==> config.mk <==
export PLATFORM = sky130hd
export DESIGN_NAME = hid_keyboard_report_to_key_events
export DESIGN_NICKNAME = d
export VERILOG_FILES = /design/src/rtl/hkr_pkg.sv /design/src/rtl/hkr_front.sv /design/src/rtl/hkr_fifo.sv /design/src/rtl/hkr_back.sv /design/src/rtl/hid_keyboard_report_to_key_events.sv
export SDC_FILE = /design/constraint.sdc
export NUM_CORES = 1
export LEC_CHECK = 0
export BUFFER_PORTS_ARGS = -buffer_cell sky130_fd_sc_hd__buf_2
export CAP_MARGIN = 20
export CORE_MARGIN = 2
export CORE_UTILIZATION = 60
export CTS_BUF_LIST = sky130_fd_sc_hd__clkbuf_16
export DETAILED_ROUTE_END_ITERATION = 16
export PLACE_DENSITY = 0.78
export SYNTH_ARGS = -nofsm -noshare
export SYNTH_HDL_FRONTEND = slang
export SYNTH_SLANG_ARGS = --single-unit
==> constraint.sdc <==
create_clock -name aclk -period 11.4 [get_ports aclk]
set_input_delay 2.28 -clock aclk [delete_from_list [all_inputs] [get_ports aclk]]
set_output_delay 2.28 -clock aclk [all_outputs]
set_load 0.02 [all_outputs]
==> src/rtl/hkr_pkg.sv <==
// ----------------------------------------------------------------------------
// hkr_pkg
// Shared types, constants and usage helpers for the keyboard report to
// key event converter.
// ----------------------------------------------------------------------------
`default_nettype none

package hkr_pkg;

    // key slots kept between reports
    localparam int KEY_SLOTS = 6;
    // key fields present in one input item
    localparam int KEY_FIELDS = 6;
    // slots actually carried from a report
    localparam int KEY_LIMIT = (KEY_SLOTS < KEY_FIELDS) ? KEY_SLOTS : KEY_FIELDS;
    // modifier bits in a report
    localparam int MOD_BITS = 8;
    // candidate events per report: modifiers, releases, presses
    localparam int EV_SLOTS = MOD_BITS + 2 * KEY_SLOTS;
    // entries of the job queue between front and back
    localparam int QUEUE_DEPTH = 2;

    // stream widths
    localparam int S_DATA_W = 64;
    localparam int M_DATA_W = 16;

    localparam logic [7:0] MOD_USAGE_BASE = 8'hE0;
    // left gui, right ctrl, right alt and right gui are extended
    localparam logic [MOD_BITS-1:0] MOD_EXT = 8'b1101_1000;

    // usage range bounds
    localparam logic [7:0] USG_LETTER_A   = 8'h04;
    localparam logic [7:0] USG_LOW_END    = 8'h31;
    localparam logic [7:0] USG_NON_US     = 8'h32;
    localparam logic [7:0] USG_MID_START  = 8'h33;
    localparam logic [7:0] USG_MID_END    = 8'h45;
    localparam logic [7:0] USG_INSERT     = 8'h49;
    localparam logic [7:0] USG_KP_DIVIDE  = 8'h54;
    localparam logic [7:0] USG_HIGH_END   = 8'h63;

    typedef logic [7:0] usage_t;
    typedef logic [KEY_SLOTS-1:0][7:0] key_set_t;

    // one classified report waiting for the back end
    typedef struct packed {
        logic [EV_SLOTS-1:0]  mask;
        logic [MOD_BITS-1:0]  mods;
        key_set_t             old_keys;
        key_set_t             new_keys;
    } job_t;

    // usage produces an event at all
    function automatic logic usage_mapped(input usage_t u);
        logic m;
        m = ((u >= USG_LETTER_A) && (u <= USG_LOW_END))
         || ((u >= USG_MID_START) && (u <= USG_MID_END))
         || ((u >= USG_INSERT) && (u <= USG_HIGH_END));
        return m;
    endfunction

    // insert through keypad divide
    function automatic logic usage_extended(input usage_t u);
        logic e;
        e = (u >= USG_INSERT) && (u <= USG_KP_DIVIDE);
        return e;
    endfunction

endpackage

`default_nettype wire

==> src/rtl/hkr_front.sv <==
// ----------------------------------------------------------------------------
// hkr_front
// Accepts reports, compares them with the stored report and queues a job
// holding a mask of the events that the report causes.
// ----------------------------------------------------------------------------
`default_nettype none

module hkr_front (
    input  wire logic                     aclk,
    input  wire logic                     aresetn,
    input  wire logic                     s_tvalid,
    output logic                          s_tready,
    // modifiers, key_a .. key_f, key_count, zero pad
    input  wire logic [hkr_pkg::S_DATA_W-1:0] s_tdata,
    input  wire logic                     q_full,
    output logic                          q_push,
    output hkr_pkg::job_t                 q_job
);

    localparam logic [2:0] N_LIM = 3'(hkr_pkg::KEY_LIMIT);

    logic [hkr_pkg::MOD_BITS-1:0]     prev_mods_reg;
    logic [hkr_pkg::MOD_BITS-1:0]     prev_mods_next;
    hkr_pkg::key_set_t                prev_keys_reg;
    hkr_pkg::key_set_t                prev_keys_next;

    logic [hkr_pkg::KEY_FIELDS-1:0][7:0] in_keys;
    logic [hkr_pkg::MOD_BITS-1:0]     in_mods;
    logic [2:0]                       in_count;
    logic [2:0]                       n_cnt;
    hkr_pkg::key_set_t                nk;
    logic [hkr_pkg::EV_SLOTS-1:0]     mask;
    logic                             accept;

    // unpack the input item
    always_comb begin
        in_mods  = s_tdata[7:0];
        for (int f = 0; f < hkr_pkg::KEY_FIELDS; f++) begin
            in_keys[f] = s_tdata[8*(f+1) +: 8];
        end
        in_count = s_tdata[8*(hkr_pkg::KEY_FIELDS+1) +: 3];
        n_cnt    = (in_count > N_LIM) ? N_LIM : in_count;
    end

    // new key set, slots past the count read as empty
    always_comb begin
        for (int i = 0; i < hkr_pkg::KEY_SLOTS; i++) begin
            nk[i] = 8'h00;
            if ((i < hkr_pkg::KEY_FIELDS) && (i < int'(n_cnt))) begin
                nk[i] = in_keys[i];
            end
        end
    end

    // classify: changed modifiers, released keys, pressed keys
    always_comb begin
        logic hit;
        mask = '0;
        for (int b = 0; b < hkr_pkg::MOD_BITS; b++) begin
            mask[b] = prev_mods_reg[b] ^ in_mods[b];
        end
        for (int i = 0; i < hkr_pkg::KEY_SLOTS; i++) begin
            hit = 1'b0;
            for (int j = 0; j < hkr_pkg::KEY_SLOTS; j++) begin
                hit = hit | (nk[j] == prev_keys_reg[i]);
            end
            mask[hkr_pkg::MOD_BITS + i] = (prev_keys_reg[i] != 8'h00) && !hit
                                        && hkr_pkg::usage_mapped(prev_keys_reg[i]);
        end
        for (int j = 0; j < hkr_pkg::KEY_SLOTS; j++) begin
            hit = 1'b0;
            for (int i = 0; i < hkr_pkg::KEY_SLOTS; i++) begin
                hit = hit | (prev_keys_reg[i] == nk[j]);
            end
            mask[hkr_pkg::MOD_BITS + hkr_pkg::KEY_SLOTS + j] =
                (nk[j] != 8'h00) && !hit && hkr_pkg::usage_mapped(nk[j]);
        end
    end

    // handshake and queue write
    always_comb begin
        s_tready          = !q_full;
        accept            = s_tvalid && !q_full;
        q_push            = accept && (mask != '0);
        q_job.mask        = mask;
        q_job.mods        = in_mods;
        q_job.old_keys    = prev_keys_reg;
        q_job.new_keys    = nk;
        prev_mods_next    = accept ? in_mods : prev_mods_reg;
        prev_keys_next    = accept ? nk : prev_keys_reg;
    end

    // stored report
    always_ff @(posedge aclk) begin
        if (!aresetn) begin
            prev_mods_reg <= '0;
            prev_keys_reg <= '0;
        end else begin
            prev_mods_reg <= prev_mods_next;
            prev_keys_reg <= prev_keys_next;
        end
    end

endmodule

`default_nettype wire

==> src/rtl/hkr_fifo.sv <==
// ----------------------------------------------------------------------------
// hkr_fifo
// Short job queue between the classifying front end and the event back end.
// ----------------------------------------------------------------------------
`default_nettype none

module hkr_fifo (
    input  wire logic          aclk,
    input  wire logic          aresetn,
    input  wire logic          push,
    input  wire hkr_pkg::job_t push_job,
    output logic               full,
    input  wire logic          pop,
    output logic               not_empty,
    output hkr_pkg::job_t      head_job
);

    localparam int PTR_W = (hkr_pkg::QUEUE_DEPTH > 1) ? $clog2(hkr_pkg::QUEUE_DEPTH) : 1;
    localparam int CNT_W = $clog2(hkr_pkg::QUEUE_DEPTH + 1);
    localparam logic [PTR_W-1:0] PTR_LAST = PTR_W'(hkr_pkg::QUEUE_DEPTH - 1);
    localparam logic [CNT_W-1:0] CNT_FULL = CNT_W'(hkr_pkg::QUEUE_DEPTH);

    hkr_pkg::job_t        entry_reg [hkr_pkg::QUEUE_DEPTH];
    logic [PTR_W-1:0]     wr_ptr_reg;
    logic [PTR_W-1:0]     wr_ptr_next;
    logic [PTR_W-1:0]     rd_ptr_reg;
    logic [PTR_W-1:0]     rd_ptr_next;
    logic [CNT_W-1:0]     count_reg;
    logic [CNT_W-1:0]     count_next;

    // status and pointer updates
    always_comb begin
        full        = (count_reg == CNT_FULL);
        not_empty   = (count_reg != '0);
        head_job    = entry_reg[rd_ptr_reg];
        wr_ptr_next = wr_ptr_reg;
        rd_ptr_next = rd_ptr_reg;
        count_next  = count_reg;
        if (push) begin
            wr_ptr_next = (wr_ptr_reg == PTR_LAST) ? '0 : wr_ptr_reg + 1'b1;
        end
        if (pop) begin
            rd_ptr_next = (rd_ptr_reg == PTR_LAST) ? '0 : rd_ptr_reg + 1'b1;
        end
        if (push && !pop) begin
            count_next = count_reg + 1'b1;
        end else if (pop && !push) begin
            count_next = count_reg - 1'b1;
        end
    end

    // control state
    always_ff @(posedge aclk) begin
        if (!aresetn) begin
            wr_ptr_reg <= '0;
            rd_ptr_reg <= '0;
            count_reg  <= '0;
        end else begin
            wr_ptr_reg <= wr_ptr_next;
            rd_ptr_reg <= rd_ptr_next;
            count_reg  <= count_next;
        end
    end

    // job storage
    always_ff @(posedge aclk) begin
        if (push) begin
            entry_reg[wr_ptr_reg] <= push_job;
        end
    end

    a_no_overflow: assert property (@(posedge aclk) disable iff (!aresetn)
        push |-> (!full || pop))
        else $error("job queue written while full");

    a_no_underflow: assert property (@(posedge aclk) disable iff (!aresetn)
        pop |-> not_empty)
        else $error("job queue read while empty");

    a_count_range: assert property (@(posedge aclk) disable iff (!aresetn)
        count_reg <= CNT_FULL)
        else $error("job queue count out of range");

endmodule

`default_nettype wire

==> src/rtl/hkr_back.sv <==
// ----------------------------------------------------------------------------
// hkr_back
// Walks the event mask of each queued job, lowest slot first, and drives one
// key event per cycle into the output register while it is free or m_tready is high.
// ----------------------------------------------------------------------------
`default_nettype none

module hkr_back (
    input  wire logic          aclk,
    input  wire logic          aresetn,
    input  wire logic          q_not_empty,
    input  wire hkr_pkg::job_t q_head,
    output logic               q_pop,
    output logic               m_tvalid,
    input  wire logic          m_tready,
    // usage, pressed, extended, zero pad
    output logic [hkr_pkg::M_DATA_W-1:0] m_tdata,
    output logic               m_tlast
);

    localparam int REL_BASE = hkr_pkg::MOD_BITS;
    localparam int PRS_BASE = hkr_pkg::MOD_BITS + hkr_pkg::KEY_SLOTS;

    hkr_pkg::job_t                 job_reg;
    hkr_pkg::job_t                 job_next;
    logic                          valid_reg;
    logic                          valid_next;
    logic [7:0]                    usage_reg;
    logic                          pressed_reg;
    logic                          ext_reg;
    logic                          last_reg;

    logic [hkr_pkg::EV_SLOTS-1:0]  pick;
    logic [hkr_pkg::EV_SLOTS-1:0]  rest;
    logic [7:0]                    sel_usage;
    logic                          sel_pressed;
    logic                          sel_ext;
    logic                          emit;
    logic                          found;

    // lowest pending event and its fields
    always_comb begin
        pick        = '0;
        found       = 1'b0;
        sel_usage   = 8'h00;
        sel_pressed = 1'b0;
        sel_ext     = 1'b0;
        for (int s = 0; s < hkr_pkg::EV_SLOTS; s++) begin
            if (job_reg.mask[s] && !found) begin
                found   = 1'b1;
                pick[s] = 1'b1;
                if (s < REL_BASE) begin
                    sel_usage   = hkr_pkg::MOD_USAGE_BASE | 8'(s);
                    sel_pressed = job_reg.mods[s];
                    sel_ext     = hkr_pkg::MOD_EXT[s];
                end else if (s < PRS_BASE) begin
                    sel_usage   = job_reg.old_keys[s - REL_BASE];
                    sel_pressed = 1'b0;
                    sel_ext     = hkr_pkg::usage_extended(sel_usage);
                end else begin
                    sel_usage   = job_reg.new_keys[s - PRS_BASE];
                    sel_pressed = 1'b1;
                    sel_ext     = hkr_pkg::usage_extended(sel_usage);
                end
            end
        end
        rest = job_reg.mask & ~pick;
    end

    // emit when the output slot frees; fetch a job on the last event or when idle
    always_comb begin
        emit       = found && (!valid_reg || m_tready);
        q_pop      = q_not_empty && (!found || (emit && (rest == '0)));
        job_next   = job_reg;
        if (emit) begin
            job_next.mask = rest;
        end
        if (q_pop) begin
            job_next = q_head;
        end
        valid_next = valid_reg;
        if (emit) begin
            valid_next = 1'b1;
        end else if (m_tready) begin
            valid_next = 1'b0;
        end
    end

    // control state and current job
    always_ff @(posedge aclk) begin
        if (!aresetn) begin
            job_reg.mask <= '0;
            valid_reg    <= 1'b0;
        end else begin
            job_reg      <= job_next;
            valid_reg    <= valid_next;
        end
    end

    // output register
    always_ff @(posedge aclk) begin
        if (emit) begin
            usage_reg   <= sel_usage;
            pressed_reg <= sel_pressed;
            ext_reg     <= sel_ext;
            last_reg    <= (rest == '0);
        end
    end

    assign m_tvalid = valid_reg;
    assign m_tdata  = {{(hkr_pkg::M_DATA_W - 10){1'b0}}, ext_reg, pressed_reg, usage_reg};
    assign m_tlast  = last_reg;

    a_job_not_empty: assert property (@(posedge aclk) disable iff (!aresetn)
        q_pop |=> (job_reg.mask != '0))
        else $error("back end loaded a job without events");

    a_pending_shows: assert property (@(posedge aclk) disable iff (!aresetn)
        (found && !valid_reg) |=> valid_reg)
        else $error("pending event not moved to the output register");

endmodule

`default_nettype wire

==> src/rtl/hid_keyboard_report_to_key_events.sv <==
// ----------------------------------------------------------------------------
// hid_keyboard_report_to_key_events
// Converts boot-keyboard reports into a stream of key change events.
// ----------------------------------------------------------------------------
// Usage:
//   s_ channel takes one report per item: modifier byte, six key usages and
//   a key count. The previous report is kept inside the block.
//   m_ channel gives one key event per item: usage, pressed, extended, with
//   m_tlast on the final event of a report. Order: changed modifier bits
//   (usages 0xe0..0xe7), then released keys, then pressed keys.
//   A report equal to the stored one gives no events at all.
// Data flow:
//   A report's first event passes a queue entry and the back end's job
//   register to reach the output register. Events leave one per cycle while
//   m_tready does not stall them; a report gives up to 20 events. Reports
//   are taken every cycle while the two-entry job queue has room.
// Reset:
//   aresetn low clears the stored report to all keys up and no modifiers
//   and empties the queue and the output register.
// Stall:
//   a low m_tready holds the current event; the back end waits, the queue
//   fills and then s_tready drops until space frees up.
// ----------------------------------------------------------------------------
`default_nettype none

module hid_keyboard_report_to_key_events (
    input  wire logic                          aclk,
    input  wire logic                          aresetn,
    input  wire logic                          s_tvalid,
    output logic                               s_tready,
    // modifiers, key_a, key_b, key_c, key_d, key_e, key_f, key_count, zero pad
    input  wire logic [hkr_pkg::S_DATA_W-1:0]  s_tdata,
    output logic                               m_tvalid,
    input  wire logic                          m_tready,
    // usage, pressed, extended, zero pad
    output logic [hkr_pkg::M_DATA_W-1:0]       m_tdata,
    output logic                               m_tlast
);

    logic           q_push;
    logic           q_full;
    logic           q_pop;
    logic           q_not_empty;
    hkr_pkg::job_t  q_in_job;
    hkr_pkg::job_t  q_head_job;

    // report intake and classification
    hkr_front u_front (
        .aclk     (aclk),
        .aresetn  (aresetn),
        .s_tvalid (s_tvalid),
        .s_tready (s_tready),
        .s_tdata  (s_tdata),
        .q_full   (q_full),
        .q_push   (q_push),
        .q_job    (q_in_job)
    );

    // job queue
    hkr_fifo u_fifo (
        .aclk      (aclk),
        .aresetn   (aresetn),
        .push      (q_push),
        .push_job  (q_in_job),
        .full      (q_full),
        .pop       (q_pop),
        .not_empty (q_not_empty),
        .head_job  (q_head_job)
    );

    // event sequencing and output register
    hkr_back u_back (
        .aclk        (aclk),
        .aresetn     (aresetn),
        .q_not_empty (q_not_empty),
        .q_head      (q_head_job),
        .q_pop       (q_pop),
        .m_tvalid    (m_tvalid),
        .m_tready    (m_tready),
        .m_tdata     (m_tdata),
        .m_tlast     (m_tlast)
    );

endmodule

`default_nettype wire
==> run_results.csv <==
group,metric,value,unit
timing,fin_setup_tns,0,ns
cts,cts_tree,"done",
cts,ctsResizeCount,0,
timing,rsz0062_at_grt,"no",
synth,ys_ff_latch,445,
power_and_ir_drop,total_power,5.20,mW
drt,via_per_inst,7.14,
finish,final_area,0.0262,sq mm
cts,cts_post_setup_buffers_inserted,0,
timing,period_needed,7.13,ns
synth,yosysWarnings,0,
cts,clk_pin_slew_worst_paths,0.07,ns
placement,place_area,0.0250,sq mm
finish,fin_nets,2354,
grt,antenna_found_initial,3,
synth,ys.flop_type,"edfxtp_1",
finish,drive_gt1_share,13.9,%
status,outcome,"finished clean",
floorplanning,die_w,206,um
setup_path,cp.required,11.89,ns
synth,synthDistinctLibCells,85,
drt,drc,0,
grt,first_global_vias,18438,
placement,hpwlAfterDp,52600,um
synth,avgSynthCellArea,10.4,sq um
timing,finalHoldViolCount,0,
floorplanning,fp.dieH,206,um
finish,fin_util,64.7,%
finish,n_antenna_cell,0,
synth,synth.area.top_cells,"edfxtp_1 44%, dfxtp_1 6.7%, mux2_2 4.8%",
placement,gp_congestion,1.10,
setup_path,worstPathArrival,7.61,ns
floorplanning,die-area,0.0425,sq mm
timing,hold_slack,0.466,ns
power_and_ir_drop,max-vdd-ir-drop,0.113,mV
synth,synth_area,0.0245,sq mm
setup_path,worstPathMaxFanout,56,
setup_path,critical_path_class,"input port to flop",
cts,cts_buffers,40,
timing,fmax,140,MHz
setup_path,critPathLaunchType,"input port",
timing,setup_ws,4.27,ns
drt,drt_iter0_markers,3331,
floorplanning,row_count,74,
worst_hold_path,hp-class,"flop to flop",
floorplanning,core_area,0.0406,sq mm
drt,num_vias,20331,
grt,grt_pass1_wl,115000,um
drt,routedWlPerCell,27.5,um
finish,largest_reg_flops,248,
power_and_ir_drop,power_density,198,mW/mm^2
grt,overflow,0,
timing,finalMaxSlewViolations,0,
timing,timing.final.crit_share,62.5,%
cts,clk_path_buf_depth,3,
timing,max-slew-margin-rel,20.3,%
synth,synth_top_area_share,44.5,%
placement,numPortBuffers,75,
synth,syn_inst,2358,
timing,setup_viol,0,
run,max_cap_violations,0,
floorplanning,io_pins,87,
setup_path,endpoint_kind,"flop",
synth,ys_seq_area_share,51.2,%
cts,clk_latency,0.57,ns
finish,final_cell_count_no_fill,2849,
timing,finClkSkew,0.0213,ns
drt,drt_pass1_iterations,8,
timing,tightest_slew,1.19,ns
grt,grt_max_degree,99,
cts,htree_levels,2,
cts,cts_sinks,445,
grt,track_usage,36.6,%
drt,drtAntennaViolNets,0,
synth,synth_top_area_cell,"edfxtp_1",
cts,root_buffer,"clkbuf_16",
placement,pre_cts_slack,3.85,ns
cts,ctsHoldBuffers,0,
synth,synth-edff-count,363,
placement,dp_cells,2774,
drt,wirelength,78400,um
synth,ys_async_sr_fraction,0,%
power_and_ir_drop,p_leak,8.88,nW
floorplanning,start_util,60.4,%
finish,area_growth,7.13,%
==> logic make-up after synthesis <==
logic type,share of synthesized area [%]
and+or+nand+nor,16.5
xor gates and xnor gates,4.68
adders and majority gates,0.133
buffers and inverters,5.08
AOI/OAI and AO/OA,16.7
other,0.0153
DFF,51.2
muxes,5.68
==> where the power goes <==
group          leakage [nW]  switching (mW)  internal, mW  total (mW)
logic                  4.10           0.926         0.486        1.41
clock network         0.651           0.586         0.668        1.25
registers              4.13           0.264          2.27        2.53
==> critical path: stages <==
cell and delay (ns):
buf_2 0.36, buf_4 0.56, a21o_1 0.87, and3_1 0.27
o22ai_1 0.08, or4_1 0.62, o211ai_1 0.21, or4_1 0.26
nand4_1 0.18, o31ai_1 0.82, inv_1 0.17, ha_1 0.38
or3_1 0.36, a21oi_1 0.17
==> synthesized netlist by cell type, types with 12 or more instances <==
library cell / instances
a21oi_1: 112
o22ai_1: 37
nand4_1: 42
nand2_1: 175
buf_1: 28
nor2b_1: 31
nor4_1: 23
nand3b_1: 13
buf_2: 18
or4_1: 13
o31ai_1: 17
xor2_1: 37
buf_4: 12
a31oi_1: 77
xnor2_1: 94
dfxtp_1: 82
or3_1: 15
inv_1: 51
nand2b_1: 28
and2_1: 23
clkbuf_1: 195
o32ai_1: 67
nor4bb_1: 67
mux2_2: 104
nand3_1: 33
o21ai_0: 116
nor3_1: 56
nor2_1: 164
mux2i_1: 22
edfxtp_1: 363
and3_1: 34
a22oi_1: 26
==> cell usage in the layout, fill, tap and decap left out, types with 17 or more instances in the layout <==
cell	synthesis	final
dfxtp_1	82	81
edfxtp_1	363	363
mux2i_1	22	22
buf_4	12	56
nand2b_1	28	28
nor4bb_1	67	67
and3_1	34	34
nand2_1	175	174
o31ai_1	17	17
mux2_2	104	104
xor2_1	37	37
o32ai_1	67	67
a21oi_1	112	112
clkbuf_16	0	40
a22oi_1	26	26
nor2_1	164	161
a31oi_1	77	77
buf_2	18	76
o21ai_0	116	116
nor3_1	56	56
inv_1	51	64
nor4_1	23	23
nand4_1	42	42
xnor2_1	94	94
nor2b_1	31	31
o22ai_1	37	37
nand3_1	33	33
and2_1	23	22
==> routing by layer <==
layer | GRT usage [%] | part of all wire [%] | vias to the layer above
met5 | 0 | 0.038 | -
met4 | 18.6 | 5.9 | 4
met3 | 7.96 | 12 | 323
met2 | 56.4 | 45 | 1455
met1 | 48.8 | 37 | 9737
li1 | - | - | 8812
==> final timing paths <==
kind / start / end / slack (ns) / cells after the start
setup / recovery: s_tdata[58] / u_fifo.count_reg[1]$_SDFFE_PN0P_ / 4.27 / 14
hold / removal: u_front.prev_mods_reg[1]$_SDFFE_PN0P_ / u_front.prev_mods_reg[1]$_SDFFE_PN0P_ / 0.47 / 2
setup reg to reg: u_back.job_reg[107]$_SDFFE_PN0P_ / u_back.job_reg[29]$_DFFE_PP_ / 6.19 / 10
hold reg to reg: u_front.prev_mods_reg[1]$_SDFFE_PN0P_ / u_front.prev_mods_reg[1]$_SDFFE_PN0P_ / 0.47 / 2
==> area by class of cell <==
cell class	count	area [sq um]
fillers	3058	14300
flip-flops and latches	445	12500
multi-input cells	1609	10800
clock buffers	40	1000
repair buffers	135	868
well taps	532	666
inverters	54	208
clock inverters	34	205
Note: power is estimated with default switching activity, not from simulation.
